[src/hw/rtl/mntp_pkg.sv]
// ----------------------------------------------------------------------------
// mntp_pkg
// Types and constants shared by the next-topic predictor.
// ----------------------------------------------------------------------------
package mntp_pkg;

   localparam int unsigned TopicW = 4;
   localparam int unsigned CountW = 32;
   localparam int unsigned ThrW   = 7;
   localparam int unsigned ProdW  = CountW + ThrW;

   localparam logic [CountW-1:0] CountMax   = '1;
   localparam logic [ThrW-1:0]   ThrReset   = 7'd10;
   localparam logic [ProdW-1:0]  PctScale   = 39'd100;

   localparam logic ActRecord  = 1'b0;
   localparam logic ActPredict = 1'b1;

   typedef enum logic [6:0] {
      S_IDLE  = 7'b0000001,
      S_REC   = 7'b0000010,
      S_TOT   = 7'b0000100,
      S_RD    = 7'b0001000,
      S_MUL   = 7'b0010000,
      S_CMP   = 7'b0100000,
      S_FLUSH = 7'b1000000
   } state_type;

   typedef struct packed {
      logic [CountW-1:0] made;
      logic [CountW-1:0] total;
      logic [CountW-1:0] count;
      logic [TopicW-1:0] topic;
   } result_type;

   function automatic logic [CountW-1:0] sat_inc(input logic [CountW-1:0] v);
      sat_inc = (v == CountMax) ? v : v + 1'b1;
   endfunction

endpackage

[src/hw/rtl/markov_next_topic_predictor.sv]
// Flow: a record request goes to the record state, which loads its response once the
// output is free. A predict request reads the row total, then scans topics in turn (count
// read, x100 product, compare) until MAX_PREDICTIONS hits or the last topic; a hit after a
// held hit first sends it out. No history or an empty row goes straight to the response.
// One request at a time; the next is taken the cycle after the last response is loaded.
// Reset (synchronous) clears FSM, history, counters and valid bits; threshold to 10.
// ----------------------------------------------------------------------------
// markov_next_topic_predictor
// First-order transition counter with thresholded next-topic prediction.
// ----------------------------------------------------------------------------
module markov_next_topic_predictor #(
   parameter int unsigned NUM_TOPICS      = 10,
   parameter int unsigned MAX_PREDICTIONS = 5
) (
   input  logic         clock,
   input  logic         reset,
   input  logic         csr_wr_en,
   input  logic [6:0]   csr_wr_data,
   input  logic         req_tvalid,
   output logic         req_tready,
   input  logic [7:0]   req_tdata,   // [3:0] topic, [7:4] zero
   input  logic         req_tuser,   // [0] action
   output logic         rsp_tvalid,
   input  logic         rsp_tready,
   output logic [103:0] rsp_tdata,   // [3:0] predicted_topic, [35:4] topic_count,
                                     // [67:36] row_total, [99:68] pred_count
   output logic         rsp_tuser,   // [0] found
   output logic         rsp_tlast
);

   localparam int unsigned NumCnt = NUM_TOPICS * NUM_TOPICS;
   localparam int unsigned TW     = $clog2(NUM_TOPICS);
   localparam int unsigned CW     = $clog2(NumCnt);
   localparam int unsigned NW     = $clog2(MAX_PREDICTIONS + 1);

   mntp_pkg::state_type state_ff, state_in;

   logic [mntp_pkg::ThrW-1:0]   thr_ff, thr_in;
   logic [TW-1:0]               prev_ff, prev_in;
   logic                        hist_ff, hist_in;
   logic [TW-1:0]               topic_ff, topic_in;
   logic [TW-1:0]               t_ff, t_in;
   logic [NW-1:0]               n_ff, n_in;
   logic [mntp_pkg::CountW-1:0] emit_ff, emit_in;
   logic [mntp_pkg::CountW-1:0] tot_ff, tot_in;
   logic [mntp_pkg::CountW-1:0] cnt_ff, cnt_in;
   logic [mntp_pkg::ProdW-1:0]  limit_ff, limit_in;
   logic [mntp_pkg::ProdW-1:0]  prod_ff, prod_in;
   mntp_pkg::result_type        pend_ff, pend_in;
   logic                        pend_vld_ff, pend_vld_in;
   mntp_pkg::result_type        out_ff, out_in;
   logic                        out_vld_ff, out_vld_in;
   logic                        out_found_ff, out_found_in;
   logic                        out_last_ff, out_last_in;
   logic [NumCnt-1:0]           cnt_vld_ff, cnt_vld_in;
   logic [NUM_TOPICS-1:0]       tot_vld_ff, tot_vld_in;

   // count and row-total memories
   logic [mntp_pkg::CountW-1:0] cnt_mem [NumCnt];
   logic [mntp_pkg::CountW-1:0] tot_mem [NUM_TOPICS];
   logic [mntp_pkg::CountW-1:0] cnt_q_ff, tot_q_ff;
   logic                        cnt_qv_ff, tot_qv_ff;

   logic                        cnt_re, cnt_we, tot_re, tot_we;
   logic [CW-1:0]               cnt_addr;
   logic [TW-1:0]               col;
   logic [TW-1:0]               topic_sat;
   logic [mntp_pkg::CountW-1:0] cnt_eff, tot_eff;
   logic                        req_acc, out_free, qual;

   assign req_tready = state_ff == mntp_pkg::S_IDLE;
   assign req_acc    = req_tvalid && req_tready;
   assign out_free   = !out_vld_ff || rsp_tready;
   assign qual       = prod_ff > limit_ff;
   assign cnt_eff    = cnt_qv_ff ? cnt_q_ff : '0;
   assign tot_eff    = tot_qv_ff ? tot_q_ff : '0;

   // out-of-range topics fold into the last one
   assign topic_sat = ({1'b0, req_tdata[3:0]} >= 5'(NUM_TOPICS)) ?
                      TW'(NUM_TOPICS - 1) : req_tdata[TW-1:0];

   always_comb begin
      case (state_ff)
         mntp_pkg::S_IDLE: col = topic_sat;
         mntp_pkg::S_REC:  col = topic_ff;
         default:          col = t_ff;
      endcase
   end

   assign cnt_addr = CW'(prev_ff) * CW'(NUM_TOPICS) + CW'(col);

   always_comb begin
      state_in     = state_ff;
      thr_in       = csr_wr_en ? csr_wr_data : thr_ff;
      prev_in      = prev_ff;
      hist_in      = hist_ff;
      topic_in     = topic_ff;
      t_in         = t_ff;
      n_in         = n_ff;
      emit_in      = emit_ff;
      tot_in       = tot_ff;
      cnt_in       = cnt_ff;
      limit_in     = limit_ff;
      prod_in      = prod_ff;
      pend_in      = pend_ff;
      pend_vld_in  = pend_vld_ff;
      out_in       = out_ff;
      out_vld_in   = out_vld_ff && !rsp_tready;
      out_found_in = out_found_ff;
      out_last_in  = out_last_ff;
      cnt_vld_in   = cnt_vld_ff;
      tot_vld_in   = tot_vld_ff;
      cnt_re       = 1'b0;
      tot_re       = 1'b0;
      cnt_we       = 1'b0;
      tot_we       = 1'b0;

      case (state_ff)
         mntp_pkg::S_IDLE: begin
            if (req_acc) begin
               topic_in    = topic_sat;
               pend_vld_in = 1'b0;
               tot_re      = 1'b1;
               if (req_tuser == mntp_pkg::ActRecord) begin
                  cnt_re   = 1'b1;
                  state_in = mntp_pkg::S_REC;
               end else begin
                  state_in = mntp_pkg::S_TOT;
               end
            end
         end
         mntp_pkg::S_REC: begin
            if (out_free) begin
               if (hist_ff) begin
                  cnt_we               = 1'b1;
                  tot_we               = 1'b1;
                  cnt_vld_in[cnt_addr] = 1'b1;
                  tot_vld_in[prev_ff]  = 1'b1;
               end
               prev_in      = topic_ff;
               hist_in      = 1'b1;
               out_in       = '{made: emit_ff, total: '0, count: '0, topic: '0};
               out_vld_in   = 1'b1;
               out_found_in = 1'b0;
               out_last_in  = 1'b1;
               state_in     = mntp_pkg::S_IDLE;
            end
         end
         mntp_pkg::S_TOT: begin
            tot_in   = tot_eff;
            limit_in = mntp_pkg::ProdW'(tot_eff) * mntp_pkg::ProdW'(thr_ff);
            t_in     = '0;
            n_in     = '0;
            if (!hist_ff || tot_eff == '0) begin
               state_in = mntp_pkg::S_FLUSH;
            end else begin
               state_in = mntp_pkg::S_RD;
            end
         end
         mntp_pkg::S_RD: begin
            cnt_re   = 1'b1;
            state_in = mntp_pkg::S_MUL;
         end
         mntp_pkg::S_MUL: begin
            cnt_in   = cnt_eff;
            prod_in  = mntp_pkg::ProdW'(cnt_eff) * mntp_pkg::PctScale;
            state_in = mntp_pkg::S_CMP;
         end
         mntp_pkg::S_CMP: begin
            // a held hit goes out as non-last before the new hit takes its place
            if (qual && pend_vld_ff) begin
               if (out_free) begin
                  out_in       = pend_ff;
                  out_vld_in   = 1'b1;
                  out_found_in = 1'b1;
                  out_last_in  = 1'b0;
                  pend_vld_in  = 1'b0;
               end
            end else begin
               if (qual) begin
                  emit_in     = mntp_pkg::sat_inc(emit_ff);
                  pend_in     = '{made: emit_in, total: tot_ff, count: cnt_ff,
                                  topic: mntp_pkg::TopicW'(t_ff)};
                  pend_vld_in = 1'b1;
                  n_in        = n_ff + 1'b1;
               end
               if ((qual && n_ff == NW'(MAX_PREDICTIONS - 1)) ||
                   t_ff == TW'(NUM_TOPICS - 1)) begin
                  state_in = mntp_pkg::S_FLUSH;
               end else begin
                  t_in     = t_ff + 1'b1;
                  state_in = mntp_pkg::S_RD;
               end
            end
         end
         mntp_pkg::S_FLUSH: begin
            if (out_free) begin
               if (pend_vld_ff) begin
                  out_in       = pend_ff;
                  out_found_in = 1'b1;
               end else begin
                  out_in       = '{made: emit_ff, total: '0, count: '0, topic: '0};
                  out_found_in = 1'b0;
               end
               out_vld_in  = 1'b1;
               out_last_in = 1'b1;
               pend_vld_in = 1'b0;
               state_in    = mntp_pkg::S_IDLE;
            end
         end
         default: begin
            state_in = mntp_pkg::S_IDLE;
         end
      endcase
   end

   always_ff @(posedge clock) begin
      if (cnt_we) begin
         cnt_mem[cnt_addr] <= mntp_pkg::sat_inc(cnt_eff);
      end
      if (cnt_re) begin
         cnt_q_ff  <= cnt_mem[cnt_addr];
         cnt_qv_ff <= cnt_vld_ff[cnt_addr];
      end
   end

   always_ff @(posedge clock) begin
      if (tot_we) begin
         tot_mem[prev_ff] <= mntp_pkg::sat_inc(tot_eff);
      end
      if (tot_re) begin
         tot_q_ff  <= tot_mem[prev_ff];
         tot_qv_ff <= tot_vld_ff[prev_ff];
      end
   end

   always_ff @(posedge clock) begin
      if (reset) begin
         state_ff    <= mntp_pkg::S_IDLE;
         thr_ff      <= mntp_pkg::ThrReset;
         prev_ff     <= '0;
         hist_ff     <= 1'b0;
         n_ff        <= '0;
         emit_ff     <= '0;
         pend_vld_ff <= 1'b0;
         out_vld_ff  <= 1'b0;
         cnt_vld_ff  <= '0;
         tot_vld_ff  <= '0;
      end else begin
         state_ff    <= state_in;
         thr_ff      <= thr_in;
         prev_ff     <= prev_in;
         hist_ff     <= hist_in;
         n_ff        <= n_in;
         emit_ff     <= emit_in;
         pend_vld_ff <= pend_vld_in;
         out_vld_ff  <= out_vld_in;
         cnt_vld_ff  <= cnt_vld_in;
         tot_vld_ff  <= tot_vld_in;
      end
   end

   always_ff @(posedge clock) begin
      topic_ff     <= topic_in;
      t_ff         <= t_in;
      tot_ff       <= tot_in;
      cnt_ff       <= cnt_in;
      limit_ff     <= limit_in;
      prod_ff      <= prod_in;
      pend_ff      <= pend_in;
      out_ff       <= out_in;
      out_found_ff <= out_found_in;
      out_last_ff  <= out_last_in;
   end

   assign rsp_tvalid = out_vld_ff;
   assign rsp_tdata  = {4'b0, out_ff};
   assign rsp_tuser  = out_found_ff;
   assign rsp_tlast  = out_last_ff;

   // a response without a prediction always closes its request
   a_nofound_last: assert property (@(posedge clock) disable iff (reset)
      (rsp_tvalid && !rsp_tuser) |-> rsp_tlast)
      else $error("no-prediction response without tlast");

   a_pend_idle: assert property (@(posedge clock) disable iff (reset)
      (state_ff == mntp_pkg::S_IDLE) |-> !pend_vld_ff)
      else $error("held prediction left behind at idle");

   a_count_bound: assert property (@(posedge clock) disable iff (reset)
      n_ff <= NW'(MAX_PREDICTIONS))
      else $error("prediction count above limit");

   a_write_hist: assert property (@(posedge clock) disable iff (reset)
      (cnt_we || tot_we) |-> hist_ff)
      else $error("count update without a previous topic");

   a_emit_mono: assert property (@(posedge clock) disable iff (reset)
      1'b1 |=> emit_ff >= $past(emit_ff))
      else $error("emitted total went backwards");

endmodule

[config.mk]
export PLATFORM = sky130hd
export DESIGN_NAME = markov_next_topic_predictor
export DESIGN_NICKNAME = d
export VERILOG_FILES = /design/src/hw/rtl/mntp_pkg.sv /design/src/hw/rtl/markov_next_topic_predictor.sv
export SDC_FILE = /design/constraint.sdc
export NUM_CORES = 2
export LEC_CHECK = 0
export BUFFER_PORTS_ARGS = -buffer_cell sky130_fd_sc_hd__buf_2
export CAP_MARGIN = 30
export CORE_MARGIN = 2
export CORE_UTILIZATION = 49
export CTS_CLUSTER_DIAMETER = 100
export DETAILED_ROUTE_END_ITERATION = 10
export PLACE_DENSITY = 0.64
export REMOVE_ABC_BUFFERS = 1
export SLEW_MARGIN = 10
export SYNTH_ARGS = -nofsm -noshare
export SYNTH_HDL_FRONTEND = slang
export SYNTH_SLANG_ARGS = --single-unit
[constraint.sdc]
create_clock -name clock -period 12.59 [get_ports clock]
set_input_delay 1.8885 -clock clock [delete_from_list [all_inputs] [get_ports clock]]
set_output_delay 1.8885 -clock clock [all_outputs]
set_load 0.05 [all_outputs]
==> qor.csv <==
metric,value,unit
core,345000,µm²
hold_viol_final,0,
final_net_count,11100,
async_flop_share,0,
rsz0062_at_grt,no,
r2r_cells,19,
critPathMaxFanout,78,
fillers,26500,
cp-end-kind,flip-flop,
syn_to_final_growth,13.0,%
routed_wl,506000,µm
min_period_over_period,0.626,
yosys_register_bits,4099,
holdBufCountCts,0,
comb_power_share,0.147,
numCtsBuffers,416,
grt_max_degree,172,
gr-usage-all-layers,0.285,
yosysTopAreaCell,edfxtp_1,
start_util,0.491,
max_stage_delay,0.85,ns
required,13.33,ns
slowest_stage,fa_4,
internal_power,23.3,mW
drv_cap,0,
period_needed,7.88,ns
detail-route-antenna-nets,0,
tns,0,ns
grt_pass1_vias,97000,
place.gp.congestion,0.901,
firstDrtPassIters,8,
post_cts.repair.setup_buffers,0,
viasPerCell,6.39,
ioPinCount,129,
worstSetupPathType,flip-flop to flip-flop,
pre_cts_ws,4.37,ns
max_freq,127,MHz
max-slew-margin-rel,0.209,
dpl.hpwl,292000,µm
synth_cells,10300,
final.setup.worst_slack,4.71,ns
antenna_found_initial,28,
synth.area.top_cells,"edfxtp_1 (70%), mux4_2 (6.4%), mux2i_1 (2.3%), fa_1 (2.1%), dfxtp_1 (2.0%)",
crit_top_cell,buf_4,
setup_violations,0,
worstMarginPinSlew,1.19,ns
seq_area_frac_synth,0.716,
final_common_cell,edfxtp_1,
clkPwrFrac,0.379,
ir_drop,0.133,mV
arrival,8.61,ns
layoutNonFillerInstCount,15600,
switching_share,0.268,
die_w,592,µm
drc,0,
route.vias.total,99700,
outcome,"finished, final reports clean",
rr_startpoint,state_ff[3],
start_kind,flip-flop,
cts_root_buf,clkbuf_16,
min_path_type,flip-flop to flip-flop,
die_y,592,µm
final_cell_mix,"edfxtp_1 (3933), nand2_1 (837), mux4_2 (484)",
cts_resized,0,
clk_pin_slew_worst_paths,0.06,ns
cts_tree,yes,
clk_latency,1.02,ns
avgSynthCellArea,16.4,µm²
drive_above_1_share,0.176,
drtIter0Drc,14300,
min_path_cells,0,
netSwitchingPower,8.55,mW
synth-main-ff-cell,edfxtp_1,
synth_area,170000,µm²
ys_types,91,
synth_warnings,0,
grt_pass1_wl,711000,µm
slew_violations,0,
cts_sinks,4099,
post_drt_wl_per_cell,32.5,µm
grt_overflow,0,
die-area,351000,µm²
clock_skew,0.104,ns
power.leakage,65.4,nW
worstHoldStart,tot_ff[15],
synth_edf_count,3933,
rows,216,
worstSetupStartpoint,state_ff[3],
port_buffers,120,
placed_cells,14800,
clock_path_buffers,4,
h-tree-depth,5,
power.density,166,nW/µm²
path_cells,"nor4_4, nand2b_2, or3b_4, clkinv_2, and2_1, a221o_1, ha_4, inv_1, fa_4, buf_4, buf_12, buf_4, buf_4, mux4_2, mux2_2, o21ai_0, o211a_1, a31oi_1, o41a_1",
synth_top_cell_area_share,0.696,
p_seq_frac,0.475,
[power groups by stage]
stage	Sequential, mW	Combinational, mW	Clock, mW
after detailed placement	15.4	4.51	0
after CTS	15.1	4.53	12.2
final	15.1	4.68	12.1
after floorplan	15.4	3.59	0
after global placement	15.4	4.44	0
after global routing	15.1	4.85	12.7
[flip-flops by register name, indices dropped and copies added, names as in the netlist, 3 cells and up]
name        count
cnt_mem      3200
tot_mem       320
cnt_vld_ff    100
pend_ff       100
rsp_tdata     100
limit_ff       39
prod_ff        34
cnt_ff         32
cnt_q_ff       32
emit_ff        32
tot_ff         32
tot_q_ff       32
tot_vld_ff     10
state_ff        7
thr_ff          7
prev_ff         4
t_ff            4
topic_ff        4
n_ff            3
[area by class of cell]
cell class              count  area (µm²)  area share
flip-flops and latches   4099      121000       0.633
multi-input cells        5274       45700       0.238
clock buffers             535       11100      0.0577
well taps                4578        5730      0.0299
repair buffers            525        4250      0.0222
clock inverters           231        2240      0.0117
inverters                 351        1330     0.00693
diodes                      8        20.0    0.000104
[cells by family (layout without fill, tap and decap cells)]
family                     after synthesis  after routing  synth area share
DFF                                   4099           4099             0.716
adders and majority gates              386            386            0.0363
muxes                                  969            969            0.0935
other                                    1             12         0.0000221
buffers and inverters                  977           1642            0.0241
and+or+nand+nor                       2253           2253            0.0622
xor gates and xnor gates               187            187           0.00965
AOI/OAI and AO/OA                     1475           1475            0.0586
[cells in the mapped netlist (all sizes together) (15+ instances only)]
cell type and number:
nor2b 48, edfxtp 3933, buf 196, a211oi 96, a32oi 15, and4 20, a31oi 118, a22oi 47
o311ai 27, a21oi 373, mux2 95, a21o 34, ha 208, o211ai 52, o221ai 41, a221oi 72
a221o 31, o31ai 18, o21ba 20, nor3 86, and3 237, mux2i 390, fa 178, inv 350
mux4 484, o21bai 15, nand3 247, a311oi 30, nand2 845, nor2 455, nand4 64, and2 126
clkbuf 430, xnor2 122, nor4 36, o22ai 83, a22o 16, dfxtp 166, o21ai 231, or3 33
xor2 65, a2111oi 18
[critical path: cells and delay by family, from the launching register on]
kind / cells / cell delay (ns)
simple gates: 4 / 1.30
compound gates: 5 / 1.69
flops: 1 / 0.38
fa+ha+maj: 2 / 1.04
mux: 2 / 0.67
buf+inv: 6 / 2.29
[through the flow]
stage	power (mW)	instance area, µm²	utilization	hold WS (ns)
finish	31.9	192000	0.555	0.412
detailed placement	19.9	178000	0.515	0.405
global placement	19.9	178000	0.514	0.403
CTS	31.8	191000	0.554	0.416
floorplan	19.0	167000	-	0.400
global route	32.7	192000	0.555	0.415
[layer usage]
metal | vias up | part of all wire | track usage
met1 | 51300 | 0.37 | 0.381
met5 | - | 0.00016 | 0
met3 | 1174 | 0.13 | 0.0762
met4 | 12 | 0.050 | 0.122
li1 | 40900 | - | -
met2 | 6332 | 0.46 | 0.443
[path summary, 6_finish.rpt]
check                               endpoint  slack, ns
worst max-delay path            cnt_q_ff[12]       4.71
worst min-delay path             pend_ff[51]       0.41
worst max register to register  cnt_q_ff[12]       4.71
worst min register to register   pend_ff[51]       0.41
Power figures use the tool's default switching activity.
